===== src/sv/bfcrc_pkg.sv =====
package bfcrc_pkg;

    typedef enum logic [1:0] {
        PH_HUNT  = 2'd0,
        PH_FRAME = 2'd1,
        PH_CRC   = 2'd2
    } phase_t;

    localparam logic [7:0]  CH_OPEN    = 8'h7B;
    localparam logic [7:0]  CH_CLOSE   = 8'h7D;
    localparam logic [7:0]  CH_LAST    = 8'h24;
    localparam logic [15:0] CRC_PRESET = 16'hFFFF;
    localparam logic [15:0] POLY_RESET = 16'h1021;
    localparam logic [1:0]  CRC_BYTES  = 2'd2;

    // One byte of CRC-16, MSB first, eight shift steps.
    function automatic logic [15:0] crc_update(
        input logic [15:0] crc,
        input logic [7:0]  data,
        input logic [15:0] poly
    );
        logic [15:0] r;
        r = crc ^ {data, 8'h00};
        for (int i = 0; i < 8; i++) begin
            if (r[15]) begin
                r = {r[14:0], 1'b0} ^ poly;
            end else begin
                r = {r[14:0], 1'b0};
            end
        end
        return r;
    endfunction

endpackage


===== src/sv/brace_frame_crc16_receiver.sv =====
// Brace-framed packet receiver with CRC-16 check. Bytes arrive on the rx
// channel; outside a frame every byte except '{' is dropped. From '{' through
// '}' inclusive each byte is counted and folded into a CRC-16 (MSB first,
// preset 0xFFFF, no reflection, no final xor, polynomial from cfg_data, reset
// 0x1021). The two bytes after '}' are the received CRC, high byte first; the
// second one produces one result transaction on the res channel: CRC match,
// '$' before '}' flag, frame length saturated at MAX_FRAME, overflow flag and
// both CRC values. Rate: one byte per clock. The whole per-byte update (an
// eight-step CRC fold plus the framing decision) is done in one pass between
// the state registers, so rx_ready stays high every cycle except while a
// finished result sits in the output register and res_ready is low. A result
// is visible on res_valid in the cycle after its last CRC byte is accepted.
// Write cfg_data only while the block is idle.
module brace_frame_crc16_receiver #(
    parameter int MAX_FRAME = 256
) (
    input  logic        clk,
    input  logic        rst_n,
    input  logic        cfg_we,
    input  logic [15:0] cfg_data,
    input  logic        rx_valid,
    output logic        rx_ready,
    input  logic [7:0]  rx_byte,
    output logic        res_valid,
    input  logic        res_ready,
    output logic        crc_match,
    output logic        last_packet,
    output logic [8:0]  frame_length,
    output logic        length_overflow,
    output logic [15:0] received_crc,
    output logic [15:0] computed_crc
);

    localparam int CW = $clog2(MAX_FRAME + 1);
    localparam logic [CW-1:0] COUNT_MAX = CW'(MAX_FRAME);

    // Framing state
    bfcrc_pkg::phase_t phase_reg, phase_next;
    logic [15:0]   poly_reg;
    logic [15:0]   crc_reg, crc_next;
    logic [15:0]   shift_reg, shift_next;
    logic [1:0]    left_reg, left_next;
    logic          prev_last_reg, prev_last_next;   // latest frame byte was '$'
    logic [CW-1:0] count_reg, count_next;
    logic          ovf_reg, ovf_next;

    // Output register
    logic          res_valid_reg, res_valid_next;
    logic          match_reg, last_reg, res_ovf_reg;
    logic [CW-1:0] len_reg;
    logic [15:0]   rcrc_reg, ccrc_reg;

    logic          accept;
    logic          emit;
    logic [15:0]   crc_fold;
    logic [1:0]    left_dec;

    // Accept a new byte whenever the output register is free or draining.
    assign rx_ready = !res_valid_reg || res_ready;
    assign accept   = rx_valid && rx_ready;

    always_comb
    begin
        crc_fold = bfcrc_pkg::crc_update(
            (phase_reg == bfcrc_pkg::PH_FRAME) ? crc_reg : bfcrc_pkg::CRC_PRESET,
            rx_byte, poly_reg);
        left_dec = (left_reg != 2'd0) ? left_reg - 2'd1 : 2'd0;
        shift_next     = shift_reg;
        phase_next     = phase_reg;
        crc_next       = crc_reg;
        left_next      = left_reg;
        prev_last_next = prev_last_reg;
        count_next     = count_reg;
        ovf_next       = ovf_reg;
        emit           = 1'b0;
        if (accept) begin
            case (phase_reg)
                bfcrc_pkg::PH_FRAME:
                begin
                    crc_next = crc_fold;
                    // Saturate the length and flag the overflow.
                    if (count_reg >= COUNT_MAX) begin
                        count_next = COUNT_MAX;
                        ovf_next   = 1'b1;
                    end else begin
                        count_next = count_reg + CW'(1);
                    end
                    if (rx_byte == bfcrc_pkg::CH_CLOSE) begin
                        phase_next = bfcrc_pkg::PH_CRC;
                        left_next  = bfcrc_pkg::CRC_BYTES;
                    end else begin
                        prev_last_next = (rx_byte == bfcrc_pkg::CH_LAST);
                    end
                end
                bfcrc_pkg::PH_CRC:
                begin
                    shift_next = {shift_reg[7:0], rx_byte};
                    left_next  = left_dec;
                    if (left_dec == 2'd0) begin
                        emit       = 1'b1;
                        phase_next = bfcrc_pkg::PH_HUNT;
                    end
                end
                default:
                begin
                    // Hunt: drop everything until an opening brace.
                    phase_next = bfcrc_pkg::PH_HUNT;
                    if (rx_byte == bfcrc_pkg::CH_OPEN) begin
                        phase_next     = bfcrc_pkg::PH_FRAME;
                        ovf_next       = 1'b0;
                        count_next     = CW'(1);
                        crc_next       = crc_fold;
                        prev_last_next = 1'b0;
                        left_next      = 2'd0;
                    end
                end
            endcase
        end
        if (emit) begin
            res_valid_next = 1'b1;
        end else if (res_ready) begin
            res_valid_next = 1'b0;
        end else begin
            res_valid_next = res_valid_reg;
        end
    end

    always_ff @(posedge clk or negedge rst_n)
    begin
        if (!rst_n) begin
            phase_reg     <= bfcrc_pkg::PH_HUNT;
            poly_reg      <= bfcrc_pkg::POLY_RESET;
            crc_reg       <= bfcrc_pkg::CRC_PRESET;
            shift_reg     <= 16'h0000;
            left_reg      <= 2'd0;
            prev_last_reg <= 1'b0;
            count_reg     <= '0;
            ovf_reg       <= 1'b0;
            res_valid_reg <= 1'b0;
        end else begin
            phase_reg     <= phase_next;
            crc_reg       <= crc_next;
            shift_reg     <= shift_next;
            left_reg      <= left_next;
            prev_last_reg <= prev_last_next;
            count_reg     <= count_next;
            ovf_reg       <= ovf_next;
            res_valid_reg <= res_valid_next;
            if (cfg_we) begin
                poly_reg <= cfg_data;
            end
        end
    end

    // Result payload: load on emit, hold otherwise.
    always_ff @(posedge clk)
    begin
        if (emit) begin
            match_reg   <= (shift_next == crc_reg);
            last_reg    <= prev_last_reg;
            len_reg     <= count_reg;
            res_ovf_reg <= ovf_reg;
            rcrc_reg    <= shift_next;
            ccrc_reg    <= crc_reg;
        end
    end

    assign res_valid       = res_valid_reg;
    assign crc_match       = match_reg;
    assign last_packet     = last_reg;
    assign frame_length    = 9'(len_reg);
    assign length_overflow = res_ovf_reg;
    assign received_crc    = rcrc_reg;
    assign computed_crc    = ccrc_reg;

    // The final CRC byte must produce a result in the next cycle.
    a_emit_on_last_crc_byte: assert property (@(posedge clk) disable iff (!rst_n)
        (accept && phase_reg == bfcrc_pkg::PH_CRC && left_reg == 2'd1) |=> res_valid_reg)
        else $error("final CRC byte did not produce a result");

    // Input must stall while an untaken result is held.
    a_stall_on_full: assert property (@(posedge clk) disable iff (!rst_n)
        (res_valid_reg && !res_ready) |-> !rx_ready)
        else $error("input accepted while result register is blocked");

    // Length counter never exceeds its saturation point.
    a_count_saturates: assert property (@(posedge clk) disable iff (!rst_n)
        count_reg <= COUNT_MAX)
        else $error("frame length counter past saturation");

    // Inside a frame at least the opening brace has been counted.
    a_frame_counted: assert property (@(posedge clk) disable iff (!rst_n)
        (phase_reg == bfcrc_pkg::PH_FRAME) |-> (count_reg != '0))
        else $error("frame phase with zero byte count");

endmodule

===== config.mk =====
export PLATFORM = sky130hd
export DESIGN_NAME = brace_frame_crc16_receiver
export DESIGN_NICKNAME = d
export VERILOG_FILES = /design/src/sv/bfcrc_pkg.sv /design/src/sv/brace_frame_crc16_receiver.sv
export SDC_FILE = /design/constraint.sdc
export NUM_CORES = 1
export LEC_CHECK = 0
export BUFFER_PORTS_ARGS = -buffer_cell sky130_fd_sc_hd__buf_2
export CORE_MARGIN = 10
export CORE_UTILIZATION = 57
export DETAILED_ROUTE_END_ITERATION = 16
export GPL_TIMING_DRIVEN = 0
export PLACE_DENSITY = 0.78
export REMOVE_ABC_BUFFERS = 1
export SLEW_MARGIN = 10
export SYNTH_ARGS = -nofsm -noshare
export SYNTH_HDL_FRONTEND = slang
export SYNTH_SLANG_ARGS = --single-unit

===== constraint.sdc =====
create_clock -name clk -period 12.2 [get_ports clk]
set_input_delay 1.22 -clock clk [delete_from_list [all_inputs] [get_ports clk]]
set_output_delay 1.22 -clock clk [all_outputs]
set_load 0.05 [all_outputs]

== After elaboration in Yosys (flattened, before gate mapping) ==
Cells that the tools add are included.

* Input port bits: 29
* Flip-flop bits (word level): 108
* Output and inout port bits: 46

* Magnitude comparators: 1
* Equal/unequal tests: 10
* Muxes and demuxes: 33
* Reductions and logical operators: 13
* Bitwise operators: 10
* Add/subtract/negate cells: 2

{| class="wikitable"
|+ Operator list
! cell !! number
|-
| 16-bit 2-to-1 mux || 12
|-
| 16-bit bitwise XOR || 9
|-
| 16-bit one-hot mux with 2 select lines || 1
|-
| 9-bit 2-to-1 mux || 2
|-
| 9-bit one-hot mux with 2 select lines || 1
|-
| 16-bit == test || 1
|-
| 8-bit by 7-bit == test with 1-bit output (second input constant) || 2
|-
| 9-bit by 1-bit adder with 9-bit output (second input constant) || 1
|-
| 9-bit >= comparator (second input constant) || 1
|-
| 1-bit 2-to-1 mux || 9
|-
| 3-bit AND reduction || 3
|-
| 8-bit by 6-bit == test with 1-bit output (second input constant) || 1
|-
| 2-bit 2-to-1 mux || 4
|-
| 2-bit one-hot mux with 2 select lines || 2
|-
| 4-bit AND reduction || 2
|-
| 2-bit nonzero test || 3
|-
| 2-bit by 1-bit != test with 1-bit output (second input constant) || 2
|-
| 2-bit != test (second input constant) || 2
|-
| 1-bit one-hot mux with 2 select lines || 2
|-
| 3-bit nonzero test || 1
|-
| 2-bit by 1-bit == test with 1-bit output (second input constant) || 1
|-
| 2-bit == test (second input constant) || 1
|-
| 2-bit logical NOT || 1
|-
| 2-bit by 1-bit subtractor with 2-bit output (second input constant) || 1
|-
| 4 further kinds || 4
|}

== Depth between registers and ports, before layout ==
Gate-level depths: netlist of run 1.

* Word-level depth: 21
* Depth in mapped cells: 19

== Worst setup path after synthesis of run 1 ==
No wires, ideal clock.

* Path type: in2reg
* From: input port res_ready
* To: register ccrc_reg[0], in the netlist computed_crc[0] (enable)
* Path slack: 7.522 ns
* Path buffers: 2
* Required time: 11.754 ns
* Cell stages on the path: 5
* Arrival time: 4.232 ns
* Setup time: 0.446 ns
* Path through: nand2b_1 > nand3_1 > clkbuf_1 > clkbuf_1 > nor2_1

* Word-level cells in the longest chain between the ends: 3

{| class="wikitable"
|+ Ends and longest elaborated chain
! item !! line !! text
|-
| start: declaration || brace_frame_crc16_receiver.sv:25 || <nowiki>input logic res_ready,</nowiki>
|-
| 1-bit logical OR || brace_frame_crc16_receiver.sv:59 || <nowiki>assign rx_ready = !res_valid_reg || res_ready;</nowiki>
|-
| 1-bit logical AND || brace_frame_crc16_receiver.sv:60 || <nowiki>assign accept = rx_valid && rx_ready;</nowiki>
|-
| 1-bit 2-to-1 mux || brace_frame_crc16_receiver.sv:76 || <nowiki>if (accept) begin</nowiki>
|-
| named net emit || brace_frame_crc16_receiver.sv:54 || <nowiki>logic emit;</nowiki>
|-
| end signal: assignment || brace_frame_crc16_receiver.sv:164 || <nowiki>ccrc_reg <= crc_reg;</nowiki>
|-
| end: declaration || brace_frame_crc16_receiver.sv:51 || <nowiki>logic [15:0] rcrc_reg, ccrc_reg;</nowiki>
|}

The timed path passes the listed nets, and every way through them passes these cells.
A chain may end at the register's enable or synchronous reset.

== Worst setup path in the final report of run 1 ==
* From: input port rx_byte[7]
* To: register crc_reg[2]

* Word-level cells in the longest chain between the ends: 17
* Elaborated cells on any way between the ends: 21
* Classes of those cells: 1 x eq/ne; 10 x mux; 8 x bitwise; 2 x reduce/logical

{| class="wikitable"
|+ Ends and longest elaborated chain
! item !! line !! text
|-
| start: declaration || brace_frame_crc16_receiver.sv:23 || <nowiki>input logic [7:0] rx_byte,</nowiki>
|-
| 16-bit bitwise XOR || bfcrc_pkg.sv:23 || <nowiki>r = crc ^ {data, 8'h00};</nowiki>
|-
| 16-bit 2-to-1 mux || bfcrc_pkg.sv:25 || <nowiki>if (r[15]) begin</nowiki>
|-
| 16-bit bitwise XOR || bfcrc_pkg.sv:26 || <nowiki>r = {r[14:0], 1'b0} ^ poly;</nowiki>
|-
| 16-bit 2-to-1 mux || bfcrc_pkg.sv:25 ||
|-
| 16-bit bitwise XOR || bfcrc_pkg.sv:26 ||
|-
| 16-bit 2-to-1 mux || bfcrc_pkg.sv:25 ||
|-
| 16-bit bitwise XOR || bfcrc_pkg.sv:26 ||
|-
| 16-bit 2-to-1 mux || bfcrc_pkg.sv:25 ||
|-
| 16-bit bitwise XOR || bfcrc_pkg.sv:26 ||
|-
| 16-bit 2-to-1 mux || bfcrc_pkg.sv:25 ||
|-
| 16-bit 2-to-1 mux / 16-bit bitwise XOR (equally long branches) || bfcrc_pkg.sv:25, bfcrc_pkg.sv:26 ||
|-
| 16-bit bitwise XOR / 16-bit 2-to-1 mux (equally long branches) || bfcrc_pkg.sv:26, bfcrc_pkg.sv:25 ||
|-
| 16-bit 2-to-1 mux / 16-bit bitwise XOR (equally long branches) || bfcrc_pkg.sv:25, bfcrc_pkg.sv:26 ||
|-
| 16-bit bitwise XOR / 16-bit 2-to-1 mux (equally long branches) || bfcrc_pkg.sv:26, bfcrc_pkg.sv:25 ||
|-
| 16-bit 2-to-1 mux || bfcrc_pkg.sv:25 ||
|-
| 16-bit 2-to-1 mux || brace_frame_crc16_receiver.sv:108 || <nowiki>if (rx_byte == bfcrc_pkg::CH_OPEN) begin</nowiki>
|-
| 16-bit one-hot mux with 2 select lines || brace_frame_crc16_receiver.sv:77 || <nowiki>case (phase_reg)</nowiki>
|-
| end signal: assignment || brace_frame_crc16_receiver.sv:133 || <nowiki>crc_reg <= bfcrc_pkg::CRC_PRESET;</nowiki>
|-
| end signal: assignment || brace_frame_crc16_receiver.sv:142 || <nowiki>crc_reg <= crc_next;</nowiki>
|-
| end: declaration || brace_frame_crc16_receiver.sv:40 || <nowiki>logic [15:0] crc_reg, crc_next;</nowiki>
|}

Several ways; a longest one is shown, not always the timed one. The select of a mux whose other input is x is not followed.

==> run_summary.xml, run 1 <==
<?xml version="1.0" encoding="UTF-8"?>
<metrics>
  <group name="drt">
    <metric name="drt-initial-drc-count" unit="">562</metric>
    <metric name="wire_length_after_detailed_routing" unit="um">16200</metric>
    <metric name="antenna_violating_nets_post_route" unit="">0</metric>
    <metric name="remaining_drc_errors" unit="">0</metric>
    <metric name="routed_wire_length_per_instance" unit="um">18.4</metric>
    <metric name="vias" unit="">5308</metric>
    <metric name="vias_per_cell" unit="">6.02</metric>
    <metric name="drt_pass_1_iters" unit="">5</metric>
  </group>
  <group name="setup_path">
    <metric name="crit_chain" unit="">buf_2 &gt; and3_1 &gt; o221ai_2 &gt; a31oi_1 &gt; nor2_1 &gt; xor2_1 &gt; nand2_1 &gt; xnor2_1 &gt; xnor2_1 &gt; or3_1 &gt; a311oi_2 &gt; o21ai_1 &gt; xor3_1 &gt; o21ai_1</metric>
    <metric name="r2r_setup_slack" unit="ns">6.21</metric>
    <metric name="critical_path.max_stage_delay" unit="ns">0.98</metric>
    <metric name="critPathMaxFanout" unit="">28</metric>
    <metric name="worstPathArrival" unit="ns">6.35</metric>
    <metric name="setup_crit_start_kind" unit="">primary input</metric>
    <metric name="worst_setup_path_end_kind" unit="">flop</metric>
    <metric name="timing.setup.critical_path_class" unit="">primary input to flop</metric>
    <metric name="worstPathRequired" unit="ns">12.48</metric>
    <metric name="cp_slowest_cell" unit="">sky130_fd_sc_hd__a311oi_2</metric>
  </group>
  <group name="layout">
    <metric name="final_core_utilization" unit="%">63.7</metric>
    <metric name="finish.net_count" unit="">764</metric>
    <metric name="drive_gt1_share" unit="%">22.0</metric>
    <metric name="antennaDiodeCount" unit="">0</metric>
    <metric name="flow.area_growth_from_synthesis" unit="%">10.5</metric>
    <metric name="fillers" unit="">967</metric>
  </group>
  <group name="floorplan">
    <metric name="die_width" unit="um">130</metric>
    <metric name="design.die.area" unit="um2">16800</metric>
    <metric name="std_cell_rows" unit="">40</metric>
    <metric name="starting_density_of_the_core" unit="%">57.6</metric>
    <metric name="placeableCoreArea" unit="um2">11900</metric>
    <metric name="dieHeight" unit="um">130</metric>
    <metric name="top_level_ports" unit="">75</metric>
  </group>
  <group name="yosys">
    <metric name="synth-warning-count" unit="">0</metric>
    <metric name="postSynthRegisterBits" unit="">108</metric>
    <metric name="postSynth.topFlopCell" unit="">sky130_fd_sc_hd__dfrtp_1</metric>
    <metric name="synth-edff-count" unit="">44</metric>
    <metric name="synth.avg_cell_area" unit="um2">9.89</metric>
    <metric name="synth.lib_cells_used.distinct" unit="">77</metric>
    <metric name="syn-instance-count" unit="">694</metric>
    <metric name="asyncSetResetFlopFracSynth" unit="%">59.3</metric>
    <metric name="synth.cell_area" unit="um2">6860</metric>
    <metric name="seq_total_area_yosys" unit="%">42.9</metric>
  </group>
  <group name="grt">
    <metric name="first_global_vias" unit="">5164</metric>
    <metric name="grt_max_degree" unit="">65</metric>
    <metric name="grt_pass1_wl" unit="um">26400</metric>
    <metric name="antenna_violations_before_repair" unit="">0</metric>
    <metric name="globalRoute.totalOverflow" unit="">0</metric>
    <metric name="global_route.usage.total" unit="%">19.4</metric>
  </group>
  <group name="clock_network">
    <metric name="clock-root-buffer" unit="">sky130_fd_sc_hd__clkbuf_16</metric>
    <metric name="clk_latency" unit="ns">0.36</metric>
    <metric name="cts_post_setup_buffers_inserted" unit="">0</metric>
    <metric name="tritoncts" unit="">built</metric>
    <metric name="clkTransAtPathRegs" unit="ns">0.08</metric>
    <metric name="htree_levels" unit="">3</metric>
    <metric name="number_of_cts_inserted_buffers" unit="">9</metric>
    <metric name="number_of_sinks_driven_by_the_clock_tree" unit="">108</metric>
    <metric name="cts-hold-fix-buffers" unit="">0</metric>
    <metric name="clk_path_buf_depth" unit="">2</metric>
    <metric name="cts_repair_resize_count" unit="">0</metric>
  </group>
  <group name="timing">
    <metric name="max_freq" unit="GHz">0.165</metric>
    <metric name="setup_violations" unit="">0</metric>
    <metric name="clock-skew-final" unit="ns">0.0100</metric>
    <metric name="min_period" unit="ns">6.07</metric>
    <metric name="final_min_period_over_clock_period" unit="%">49.8</metric>
    <metric name="timing.max_slew.rel_slack" unit="%">19.5</metric>
    <metric name="rsz0062_at_grt" unit="">false</metric>
    <metric name="totalNegativeSetupSlack" unit="ns">0</metric>
    <metric name="slew_viol_final" unit="">0</metric>
    <metric name="max_slew.worst_pin.slew" unit="ns">1.20</metric>
    <metric name="hold_viol" unit="">0</metric>
  </group>
  <group name="place">
    <metric name="placement.io_buffers" unit="">74</metric>
    <metric name="gp_congestion" unit="">0.853</metric>
    <metric name="dp_hpwl" unit="um">11500</metric>
  </group>
  <group name="pwr">
    <metric name="power.density" unit="nW/um2">174</metric>
    <metric name="leakage" unit="nW">3.17</metric>
    <metric name="peakVddDrop" unit="mV">0.0811</metric>
  </group>
  <group name="status">
    <metric name="status" unit="">complete, no violations</metric>
  </group>
  <group name="min_path">
    <metric name="hp-class" unit="">flop to flop</metric>
  </group>
  <group name="flow_run">
    <metric name="max-cap-violations" unit="">0</metric>
  </group>
</metrics>
[path summary, 6_finish.rpt]
kind | startpoint | cells past startpoint | end
min | ovf_reg | 0 | length_overflow
max in group asynchronous | rst_n | 1 | shift_reg[8]
min in group asynchronous | rst_n | 1 | count_reg[2]
max | rx_byte[7] | 14 | crc_reg[2]
min reg2reg | ovf_reg | 0 | length_overflow
max reg2reg | phase_reg[1] | 15 | crc_reg[2]
[layout by cell type (no fill, tap or decap), types with 3 or more instances in the layout]
cell	count
sky130_fd_sc_hd__a211oi_1	4
sky130_fd_sc_hd__a21oi_1	13
sky130_fd_sc_hd__and3_1	9
sky130_fd_sc_hd__buf_2	73
sky130_fd_sc_hd__clkbuf_16	9
sky130_fd_sc_hd__dfrtp_1	45
sky130_fd_sc_hd__dfstp_2	19
sky130_fd_sc_hd__edfxtp_1	44
sky130_fd_sc_hd__ha_1	4
sky130_fd_sc_hd__inv_1	15
sky130_fd_sc_hd__mux2_2	29
sky130_fd_sc_hd__nand2_1	119
sky130_fd_sc_hd__nand2b_1	7
sky130_fd_sc_hd__nand3_1	19
sky130_fd_sc_hd__nand3b_1	5
sky130_fd_sc_hd__nand4_1	6
sky130_fd_sc_hd__nand4b_1	8
sky130_fd_sc_hd__nor2_1	27
sky130_fd_sc_hd__nor2b_1	12
sky130_fd_sc_hd__nor3_1	4
sky130_fd_sc_hd__nor4_1	3
sky130_fd_sc_hd__o211a_1	5
sky130_fd_sc_hd__o211ai_1	6
sky130_fd_sc_hd__o21a_1	6
sky130_fd_sc_hd__o21ai_0	44
sky130_fd_sc_hd__o21ai_1	21
sky130_fd_sc_hd__o31ai_1	4
sky130_fd_sc_hd__or3_1	4
sky130_fd_sc_hd__or4_1	3
sky130_fd_sc_hd__xnor2_1	67
sky130_fd_sc_hd__xnor2_2	3
sky130_fd_sc_hd__xnor3_1	12
sky130_fd_sc_hd__xor2_1	24
[power by group]
group / internal [mW] / leakage (nW) / switching (mW)
logic: 0.266 / 1.82 / 0.257
registers: 0.423 / 1.19 / 0.0551
clock network: 0.167 / 0.159 / 0.151
[routing by layer]
metal / part of all wire, % / track usage [%]
met1: 43 / 25.3
met2: 49 / 32.6
met3: 6.1 / 2.96
met4: 1.9 / 6.15
met5: 0 / 0
[through the flow]
step | worst slack [ns] | cells | hold slack [ns] | instance area (um2) | power (mW)
4_1_cts | 5.76 | 882 | 0.461 | 7580 | 1.32
2_1_floorplan | 7.05 | 644 | 0.415 | 6650 | 0.887
3_5_place_dp | 5.75 | 866 | 0.436 | 7250 | 1.00
5_1_grt | 5.58 | 882 | 0.477 | 7580 | 1.38
6_report | 6.13 | 882 | 0.471 | 7580 | 1.32
3_3_place_gp | 5.70 | 865 | 0.433 | 7200 | 0.984
[cell families (layout without fill, tap and decap cells)]
group	count (synthesis)	after routing	synth area share, %
simple gates	241	241	16.9
compound gates	136	136	13.3
xor+xnor	109	109	17.1
flops	108	108	42.9
buf+inv	65	106	3.92
mux	30	30	4.98
fa+ha+maj	5	5	0.912
[layout make-up]
class	instances	area [um2]	share of cell area (%)
Clock buffer	9	225	2.97
Clock inverter	7	103	1.35
Inverter	15	56.3	0.743
Multi-Input combinational cell	521	3670	48.5
Sequential cell	108	2950	38.9
Tap cell	147	184	2.43
Timing Repair Buffer	75	393	5.18
[critical path: cells and delay by family]
family / cells / cell delay [ns]
AOI/OAI and AO/OA: 5 / 2.01
xor gates and xnor gates: 4 / 1.61
buffers and inverters: 1 / 0.37
and+or+nand+nor: 4 / 1.12
[synth_stat cells, types with 3 or more instances]
cell,instances,area share (%)
sky130_fd_sc_hd__nand2_1,119,6.5
sky130_fd_sc_hd__xnor2_1,68,8.7
sky130_fd_sc_hd__nand3b_1,5,0.55
sky130_fd_sc_hd__nor2_1,28,1.5
sky130_fd_sc_hd__and3_1,9,0.82
sky130_fd_sc_hd__a21oi_1,13,0.95
sky130_fd_sc_hd__o21ai_1,21,1.5
sky130_fd_sc_hd__o211ai_1,6,0.66
sky130_fd_sc_hd__nor2b_1,12,1.1
sky130_fd_sc_hd__nor3_1,4,0.29
sky130_fd_sc_hd__dfstp_2,19,7.3
sky130_fd_sc_hd__o31ai_1,4,0.44
sky130_fd_sc_hd__or4_1,3,0.33
sky130_fd_sc_hd__or3_1,4,0.36
sky130_fd_sc_hd__mux2_2,29,4.8
sky130_fd_sc_hd__inv_1,15,0.82
sky130_fd_sc_hd__ha_1,5,0.91
sky130_fd_sc_hd__clkbuf_1,34,1.9
sky130_fd_sc_hd__nand4b_1,8,1.0
sky130_fd_sc_hd__dfrtp_1,45,16
sky130_fd_sc_hd__edfxtp_1,44,19
sky130_fd_sc_hd__xnor3_1,12,3.9
sky130_fd_sc_hd__nand4_1,6,0.55
sky130_fd_sc_hd__nor4_1,3,0.27
sky130_fd_sc_hd__o211a_1,5,0.73
sky130_fd_sc_hd__xor2_1,24,3.1
sky130_fd_sc_hd__buf_2,14,1.0
sky130_fd_sc_hd__a211oi_1,4,0.44
sky130_fd_sc_hd__o21a_1,6,0.66
sky130_fd_sc_hd__o21ai_0,45,3.3
sky130_fd_sc_hd__nand2b_1,7,0.64
sky130_fd_sc_hd__nand3_1,19,1.4
(Power assumes the default switching activity.)
==> run 2: changes to the inputs <==
--- a/config.mk
+++ b/config.mk
@@ -7,10 +7,10 @@
 export LEC_CHECK = 0
 export BUFFER_PORTS_ARGS = -buffer_cell sky130_fd_sc_hd__buf_2
 export CORE_MARGIN = 10
-export CORE_UTILIZATION = 57
+export CORE_UTILIZATION = 54
 export DETAILED_ROUTE_END_ITERATION = 16
 export GPL_TIMING_DRIVEN = 0
-export PLACE_DENSITY = 0.78
+export PLACE_DENSITY = 0.77
 export REMOVE_ABC_BUFFERS = 1
 export SLEW_MARGIN = 10
 export SYNTH_ARGS = -nofsm -noshare
==> constraint.sdc (replaced) <==
create_clock -name clk -period 5 [get_ports clk]
set_input_delay 0.5 -clock clk [delete_from_list [all_inputs] [get_ports clk]]
set_output_delay 0.5 -clock clk [all_outputs]
set_load 0.05 [all_outputs]
==> run 2 against run 1 <==
- global-route usage down 1.7 points
- sequential share of layout area down 0.80 points
- clock-buffer cell count up 2
- hold slack worse by 0.24 ns
- cell area up 2.1%
- die area up 4.7%
- highest routed layer unchanged
- setup slack worse by 5.9 ns
- clock power rose to 2.6 times the previous value
- sequential cell count unchanged
- critical path depth up 2
- register-to-register slack worse by 6.0 ns
==> run_summary.xml, run 2 (synthesized netlist as in run 1, its figures left out) <==
<?xml version="1.0" encoding="UTF-8"?>
<metrics>
  <group name="grt">
    <metric name="grt_pass1_wl" unit="um">26000</metric>
    <metric name="grt_max_degree" unit="">65</metric>
    <metric name="antenna_violations_before_repair" unit="">0</metric>
    <metric name="first_global_vias" unit="">5131</metric>
    <metric name="globalRoute.totalOverflow" unit="">0</metric>
    <metric name="global_route.usage.total" unit="%">17.7</metric>
  </group>
  <group name="drt">
    <metric name="drt-initial-drc-count" unit="">543</metric>
    <metric name="routed_wire_length_per_instance" unit="um">17.3</metric>
    <metric name="wire_length_after_detailed_routing" unit="um">15800</metric>
    <metric name="vias_per_cell" unit="">5.68</metric>
    <metric name="drt_pass_1_iters" unit="">5</metric>
    <metric name="vias" unit="">5183</metric>
    <metric name="remaining_drc_errors" unit="">0</metric>
    <metric name="antenna_violating_nets_post_route" unit="">0</metric>
  </group>
  <group name="setup_path">
    <metric name="crit_path_frequent_cell" unit="">sky130_fd_sc_hd__o21ai_1</metric>
    <metric name="worstPathRequired" unit="ns">5.28</metric>
    <metric name="critPathMaxFanout" unit="">20</metric>
    <metric name="critPathTopFamily" unit="">compound AO/OA/AOI/OAI gates</metric>
    <metric name="crit_chain" unit="">inv_1 &gt; ha_4 &gt; nor2_2 &gt; a211oi_2 &gt; a21oi_1 &gt; or2_2 &gt; and3_1 &gt; a211oi_1 &gt; nor3_1 &gt; o221a_1 &gt; or3_4 &gt; a311oi_4 &gt; buf_4 &gt; o21ai_1 &gt; xor3_1 &gt; o21ai_1</metric>
    <metric name="setup_crit_start_kind" unit="">flop</metric>
    <metric name="launching_point_of_the_worst_reg2reg_path" unit="">phase_reg[1]</metric>
    <metric name="reg2regPathDepth" unit="">16</metric>
    <metric name="critical_path.endpoint" unit="">crc_reg[2]</metric>
    <metric name="worst_setup_path_end_kind" unit="">flop</metric>
    <metric name="timing.setup.critical_path_class" unit="">flop to flop</metric>
    <metric name="worst-path-stages" unit="">16</metric>
    <metric name="worstPathArrival" unit="ns">5.08</metric>
    <metric name="cp_num_buf_inv" unit="">2</metric>
    <metric name="r2r_end" unit="">crc_reg[2]</metric>
    <metric name="critical_path.startpoint" unit="">phase_reg[1]</metric>
    <metric name="critical_path.max_stage_delay" unit="ns">0.49</metric>
    <metric name="r2r_setup_slack" unit="ns">0.20</metric>
    <metric name="cp_slowest_cell" unit="">sky130_fd_sc_hd__or3_4</metric>
  </group>
  <group name="floorplan">
    <metric name="std_cell_rows" unit="">41</metric>
    <metric name="die_width" unit="um">133</metric>
    <metric name="placeableCoreArea" unit="um2">12500</metric>
    <metric name="top_level_ports" unit="">75</metric>
    <metric name="starting_density_of_the_core" unit="%">54.8</metric>
    <metric name="design.die.area" unit="um2">17600</metric>
    <metric name="dieHeight" unit="um">133</metric>
  </group>
  <group name="pwr">
    <metric name="leakage" unit="nW">3.22</metric>
    <metric name="power.density" unit="nW/um2">428</metric>
    <metric name="peakVddDrop" unit="mV">0.193</metric>
  </group>
  <group name="layout">
    <metric name="layout.cells.most_common_list" unit="">119 x sky130_fd_sc_hd__nand2_1, 73 x sky130_fd_sc_hd__buf_2, 66 x sky130_fd_sc_hd__xnor2_1</metric>
    <metric name="final_cell_area" unit="um2">7740</metric>
    <metric name="flow.area_growth_from_synthesis" unit="%">12.9</metric>
    <metric name="final_core_utilization" unit="%">61.9</metric>
    <metric name="antennaDiodeCount" unit="">0</metric>
    <metric name="final_common_cell" unit="">sky130_fd_sc_hd__nand2_1</metric>
    <metric name="drive_gt1_share" unit="%">23.2</metric>
    <metric name="fillers" unit="">1056</metric>
    <metric name="finish.net_count" unit="">769</metric>
    <metric name="layout.cells.non_filler" unit="">912</metric>
  </group>
  <group name="place">
    <metric name="gp_congestion" unit="">0.873</metric>
    <metric name="dp_hpwl" unit="um">11100</metric>
    <metric name="placement_cell_area" unit="um2">7280</metric>
    <metric name="placement.io_buffers" unit="">74</metric>
    <metric name="place_inst" unit="">891</metric>
  </group>
  <group name="timing">
    <metric name="max_freq" unit="GHz">0.208</metric>
    <metric name="slew_viol_final" unit="">0</metric>
    <metric name="clock-skew-final" unit="ns">0.00913</metric>
    <metric name="hold_ws" unit="ns">0.234</metric>
    <metric name="totalNegativeSetupSlack" unit="ns">0</metric>
    <metric name="hold_viol" unit="">0</metric>
    <metric name="final_min_period_over_clock_period" unit="%">96.0</metric>
    <metric name="max_slew.worst_pin.slew" unit="ns">1.01</metric>
    <metric name="min_period" unit="ns">4.80</metric>
    <metric name="rsz0062_at_grt" unit="">false</metric>
    <metric name="setup_violations" unit="">0</metric>
    <metric name="timing.max_slew.rel_slack" unit="%">32.4</metric>
  </group>
  <group name="clock_network">
    <metric name="clkTransAtPathRegs" unit="ns">0.07</metric>
    <metric name="htree_levels" unit="">3</metric>
    <metric name="number_of_sinks_driven_by_the_clock_tree" unit="">108</metric>
    <metric name="clk_latency" unit="ns">0.36</metric>
    <metric name="tritoncts" unit="">built</metric>
    <metric name="number_of_cts_inserted_buffers" unit="">9</metric>
    <metric name="clk_path_buf_depth" unit="">2</metric>
    <metric name="clock-root-buffer" unit="">sky130_fd_sc_hd__clkbuf_16</metric>
  </group>
  <group name="status">
    <metric name="status" unit="">complete, no violations</metric>
  </group>
  <group name="flow_run">
    <metric name="max-cap-violations" unit="">0</metric>
  </group>
  <group name="min_path">
    <metric name="hp-class" unit="">primary input to async pin</metric>
  </group>
</metrics>
[run 2: worst min path at each step]
stage,startpoint,to,slack [ns],depth (start not counted)
after floorplan,rst_n,count_reg[0],0.20,0
after global placement,prev_last_reg,last_packet,0.42,0
after detailed placement,prev_last_reg,last_packet,0.44,0
after CTS,rst_n,count_reg[2],0.26,1
after global routing,rst_n,count_reg[2],0.29,1
final,rst_n,count_reg[2],0.23,1
[run 2: final cells by class]
type	count	area (um2)	share of cell area, %
Tap cell	172	215	2.78
Clock buffer	11	233	3.00
Timing Repair Buffer	80	434	5.61
Multi-Input combinational cell	521	3750	48.4
Clock inverter	5	108	1.39
Sequential cell	108	2950	38.1
Inverter	15	56.3	0.727
[run 2: repair_timing]
action | CTS | global route
endpoints found under the setup margin | 16 | 16
gates cloned | 0 | 0
pin swaps | 2 | 0
hold buffers | 0 | 0
buffers inserted | 4 | 1
gates resized for setup | 6 | 6
[run 2: per-layer routing]
layer  vias up  share of wire [%]  global-route usage (%)
li1       2506                  -                       -
met1      2469                 44                    22.3
met2       178                 47                    28.8
met3        30                6.3                    4.09
met4         0                2.0                    7.15
met5         -                  0                       0
[run 2: report_power, final]
| part | internal [mW] | switching (mW) |
|---|---|---|
| Sequential | 1.03 | 0.134 |
| Combinational | 0.686 | 0.648 |
| Clock | 0.493 | 0.324 |
[run 2: per-stage QoR]
stage | total power, mW | setup slack, ns
6_report | 3.32 | 0.200
3_5_place_dp | 2.44 | -1.41
5_1_grt | 3.49 | 0.0187
3_3_place_gp | 2.40 | -1.38
2_1_floorplan | 2.16 | -0.0574
4_1_cts | 3.29 | 0.0111
==> run 3: changes to the inputs <==
--- a/config.mk
+++ b/config.mk
@@ -5,7 +5,8 @@
 export SDC_FILE = /design/constraint.sdc
 export NUM_CORES = 1
 export LEC_CHECK = 0
-export BUFFER_PORTS_ARGS = -buffer_cell sky130_fd_sc_hd__buf_2
+export BUFFER_PORTS_ARGS = -buffer_cell sky130_fd_sc_hd__buf_4
+export CORE_ASPECT_RATIO = 0.9
 export CORE_MARGIN = 10
 export CORE_UTILIZATION = 54
 export DETAILED_ROUTE_END_ITERATION = 16
==> run 3 against run 2 <==
- hold slack gained 0.0020 ns
- clock power shrank 18%
- maximum frequency grew 1.0%
- non-clock buffer count grew 5
- setup slack gained 0.048 ns
- via count grew 5.3%
- critical path depth shrank 1
- final cell count shrank 0.77%
- clock-buffer cell count shrank 1
- routed wire length grew 7.5%
==> run_summary.xml, run 3 (synthesized netlist as in run 1, its figures left out) <==
<?xml version="1.0" encoding="UTF-8"?>
<metrics>
  <group name="pwr">
    <metric name="leakage" unit="nW">3.29</metric>
    <metric name="peakVddDrop" unit="mV">0.271</metric>
    <metric name="power.density" unit="nW/um2">409</metric>
  </group>
  <group name="timing">
    <metric name="max_freq" unit="GHz">0.210</metric>
    <metric name="clock-skew-final" unit="ns">0.00864</metric>
    <metric name="timing.max_slew.rel_slack" unit="%">22.5</metric>
    <metric name="setup_slack" unit="ns">0.248</metric>
    <metric name="slew_viol_final" unit="">0</metric>
    <metric name="hold_viol" unit="">0</metric>
    <metric name="rsz0062_at_grt" unit="">false</metric>
    <metric name="min_period" unit="ns">4.75</metric>
    <metric name="final_min_period_over_clock_period" unit="%">95.0</metric>
    <metric name="max_slew.worst_pin.slew" unit="ns">1.15</metric>
    <metric name="setup_violations" unit="">0</metric>
  </group>
  <group name="grt">
    <metric name="met1_demand_to_capacity_share_in_global_routing" unit="%">25.4</metric>
    <metric name="grt_max_degree" unit="">65</metric>
    <metric name="antenna_violations_before_repair" unit="">0</metric>
    <metric name="met2_track_utilization_from_global_routing" unit="%">29.3</metric>
    <metric name="grt_busiest_layer" unit="">met2</metric>
    <metric name="first_global_vias" unit="">5297</metric>
    <metric name="grt_pass1_wl" unit="um">27500</metric>
    <metric name="grt_util_met3" unit="%">4.59</metric>
    <metric name="global_route.usage.total" unit="%">18.7</metric>
    <metric name="globalRoute.totalOverflow" unit="">0</metric>
  </group>
  <group name="layout">
    <metric name="final_common_cell" unit="">sky130_fd_sc_hd__nand2_1</metric>
    <metric name="layout.cells.most_common_list" unit="">119 x sky130_fd_sc_hd__nand2_1, 82 x sky130_fd_sc_hd__buf_4, 66 x sky130_fd_sc_hd__xnor2_1</metric>
    <metric name="antennaDiodeCount" unit="">0</metric>
    <metric name="fillers" unit="">1014</metric>
    <metric name="drive_gt1_share" unit="%">24.2</metric>
    <metric name="final_cell_area" unit="um2">7930</metric>
    <metric name="flow.area_growth_from_synthesis" unit="%">15.6</metric>
    <metric name="finish.net_count" unit="">774</metric>
  </group>
  <group name="status">
    <metric name="status" unit="">complete, no violations</metric>
  </group>
  <group name="drt">
    <metric name="drt_pass_1_iters" unit="">5</metric>
    <metric name="wire_length_after_detailed_routing" unit="um">17000</metric>
    <metric name="drt-initial-drc-count" unit="">656</metric>
    <metric name="antenna_violating_nets_post_route" unit="">0</metric>
    <metric name="remaining_drc_errors" unit="">0</metric>
    <metric name="vias_per_cell" unit="">6.03</metric>
    <metric name="routed_wire_length_per_instance" unit="um">18.7</metric>
    <metric name="vias" unit="">5456</metric>
  </group>
  <group name="floorplan">
    <metric name="starting_density_of_the_core" unit="%">55.9</metric>
    <metric name="placeableCoreArea" unit="um2">12300</metric>
    <metric name="std_cell_rows" unit="">38</metric>
    <metric name="design.die.area" unit="um2">17600</metric>
    <metric name="die_width" unit="um">139</metric>
    <metric name="top_level_ports" unit="">75</metric>
    <metric name="dieHeight" unit="um">127</metric>
  </group>
  <group name="place">
    <metric name="placement.io_buffers" unit="">74</metric>
    <metric name="dp_worst_setup_slack" unit="ns">-1.06</metric>
    <metric name="gp_congestion" unit="">0.827</metric>
    <metric name="dp_hpwl" unit="um">11900</metric>
    <metric name="placement_cell_area" unit="um2">7480</metric>
  </group>
  <group name="setup_path">
    <metric name="launching_point_of_the_worst_reg2reg_path" unit="">phase_reg[1]</metric>
    <metric name="critPathMaxFanout" unit="">20</metric>
    <metric name="cp_num_buf_inv" unit="">1</metric>
    <metric name="r2r_setup_slack" unit="ns">0.25</metric>
    <metric name="critical_path.max_stage_delay" unit="ns">0.51</metric>
    <metric name="critical_path.startpoint" unit="">phase_reg[1]</metric>
    <metric name="setup_crit_start_kind" unit="">flop</metric>
    <metric name="reg2regPathDepth" unit="">15</metric>
    <metric name="worst-path-stages" unit="">15</metric>
    <metric name="critPathTopFamily" unit="">compound AO/OA/AOI/OAI gates</metric>
    <metric name="r2r_end" unit="">crc_reg[2]</metric>
    <metric name="worst_setup_path_end_kind" unit="">flop</metric>
    <metric name="worstPathRequired" unit="ns">5.28</metric>
    <metric name="cp_slowest_cell" unit="">sky130_fd_sc_hd__o2111a_2</metric>
    <metric name="worstPathArrival" unit="ns">5.03</metric>
    <metric name="timing.setup.critical_path_class" unit="">flop to flop</metric>
    <metric name="critical_path.endpoint" unit="">crc_reg[2]</metric>
    <metric name="crit_chain" unit="">inv_1 &gt; ha_4 &gt; nor2_2 &gt; a211o_1 &gt; nor3_2 &gt; o211ai_1 &gt; o311ai_1 &gt; a211oi_1 &gt; nor2_1 &gt; xnor2_1 &gt; a211oi_1 &gt; o2111a_2 &gt; o21ai_1 &gt; xor3_1 &gt; o21ai_1</metric>
  </group>
  <group name="clock_network">
    <metric name="cts-hold-fix-buffers" unit="">0</metric>
    <metric name="clock-root-buffer" unit="">sky130_fd_sc_hd__clkbuf_16</metric>
    <metric name="clkTransAtPathRegs" unit="ns">0.07</metric>
    <metric name="tritoncts" unit="">built</metric>
    <metric name="clk_latency" unit="ns">0.35</metric>
    <metric name="clk_path_buf_depth" unit="">2</metric>
    <metric name="number_of_cts_inserted_buffers" unit="">9</metric>
    <metric name="htree_levels" unit="">3</metric>
    <metric name="number_of_sinks_driven_by_the_clock_tree" unit="">108</metric>
  </group>
  <group name="flow_run">
    <metric name="max-cap-violations" unit="">0</metric>
  </group>
  <group name="min_path">
    <metric name="hp-class" unit="">primary input to async pin</metric>
  </group>
</metrics>
[run 3: cell types whose count changed in the layout (fill, tap and decap cells not counted), sizes merged]
cell,change
buf,+5
bufinv,-3
clkbuf,-1
clkinv,+1
clkinvlp,+1
inv,+2
[run 3: per-stage QoR]
stage                     power, mW  hold slack [ns]  std cells  TNS (ns)  utilization, %
after floorplan                2.16            0.204        644   -0.0574               -
after global placement         2.42            0.438        878    -23.57            60.4
after detailed placement       2.48            0.443        880    -14.80            61.0
after CTS                      3.21            0.271        901         0            64.1
after global routing           3.42            0.298        905         0            64.7
final                          3.24            0.236        905         0            64.7
[run 3: worst min-delay path by stage]
| stage | to | slack (ns) | depth (start not counted) |
|---|---|---|---|
| final | poly_reg[9] | 0.24 | 1 |
| after global routing | count_reg[5] | 0.30 | 1 |
| after CTS | poly_reg[9] | 0.27 | 1 |
| after detailed placement | length_overflow | 0.44 | 0 |
| after global placement | length_overflow | 0.44 | 0 |
| after floorplan | count_reg[0] | 0.20 | 0 |
[run 3: what timing repair did]
item,4_1_cts,5_1_grt
endpoints found under the setup margin,16,16
endpoints found under the hold margin,0,0
gates resized for setup,9,6
buffers inserted,5,4
pin swaps,1,1
[run 3: per-layer routing]
metal | share of wire, % | vias up | wire length [um]
met4 | 1.7 | 0 | 293
met1 | 44 | 2665 | 7400
li1 | - | 2516 | -
met2 | 46 | 249 | 7820
met3 | 8.5 | 26 | 1450
met5 | 0 | - | 0
[run 3: area by class of cell]
type                    count  area (um2)  area share [%]
well taps                 160         200            2.52
multi-input cells         521        3770            47.6
flip-flops and latches    108        2950            37.2
clock inverters             6        46.3           0.584
inverters                  15        56.3           0.710
clock buffers              10         229            2.89
repair buffers             85         678            8.55
[run 3: power by group]
part           switching [mW]  internal (mW)
Clock                   0.326          0.344
Sequential              0.141           1.03
Combinational           0.691          0.708
Total                    1.16           2.08
[run 3: worst register-to-register path, stage by stage, from the launching register on]
cell and delay, ns:
sky130_fd_sc_hd__dfrtp_1 0.40, sky130_fd_sc_hd__inv_1 0.12, sky130_fd_sc_hd__ha_4 0.32, sky130_fd_sc_hd__nor2_2 0.14, sky130_fd_sc_hd__a211o_1 0.37, sky130_fd_sc_hd__nor3_2 0.39
sky130_fd_sc_hd__o211ai_1 0.14, sky130_fd_sc_hd__o311ai_1 0.42, sky130_fd_sc_hd__a211oi_1 0.20, sky130_fd_sc_hd__nor2_1 0.38, sky130_fd_sc_hd__xnor2_1 0.16, sky130_fd_sc_hd__a211oi_1 0.50
sky130_fd_sc_hd__o2111a_2 0.51, sky130_fd_sc_hd__o21ai_1 0.11, sky130_fd_sc_hd__xor3_1 0.38, sky130_fd_sc_hd__o21ai_1 0.13
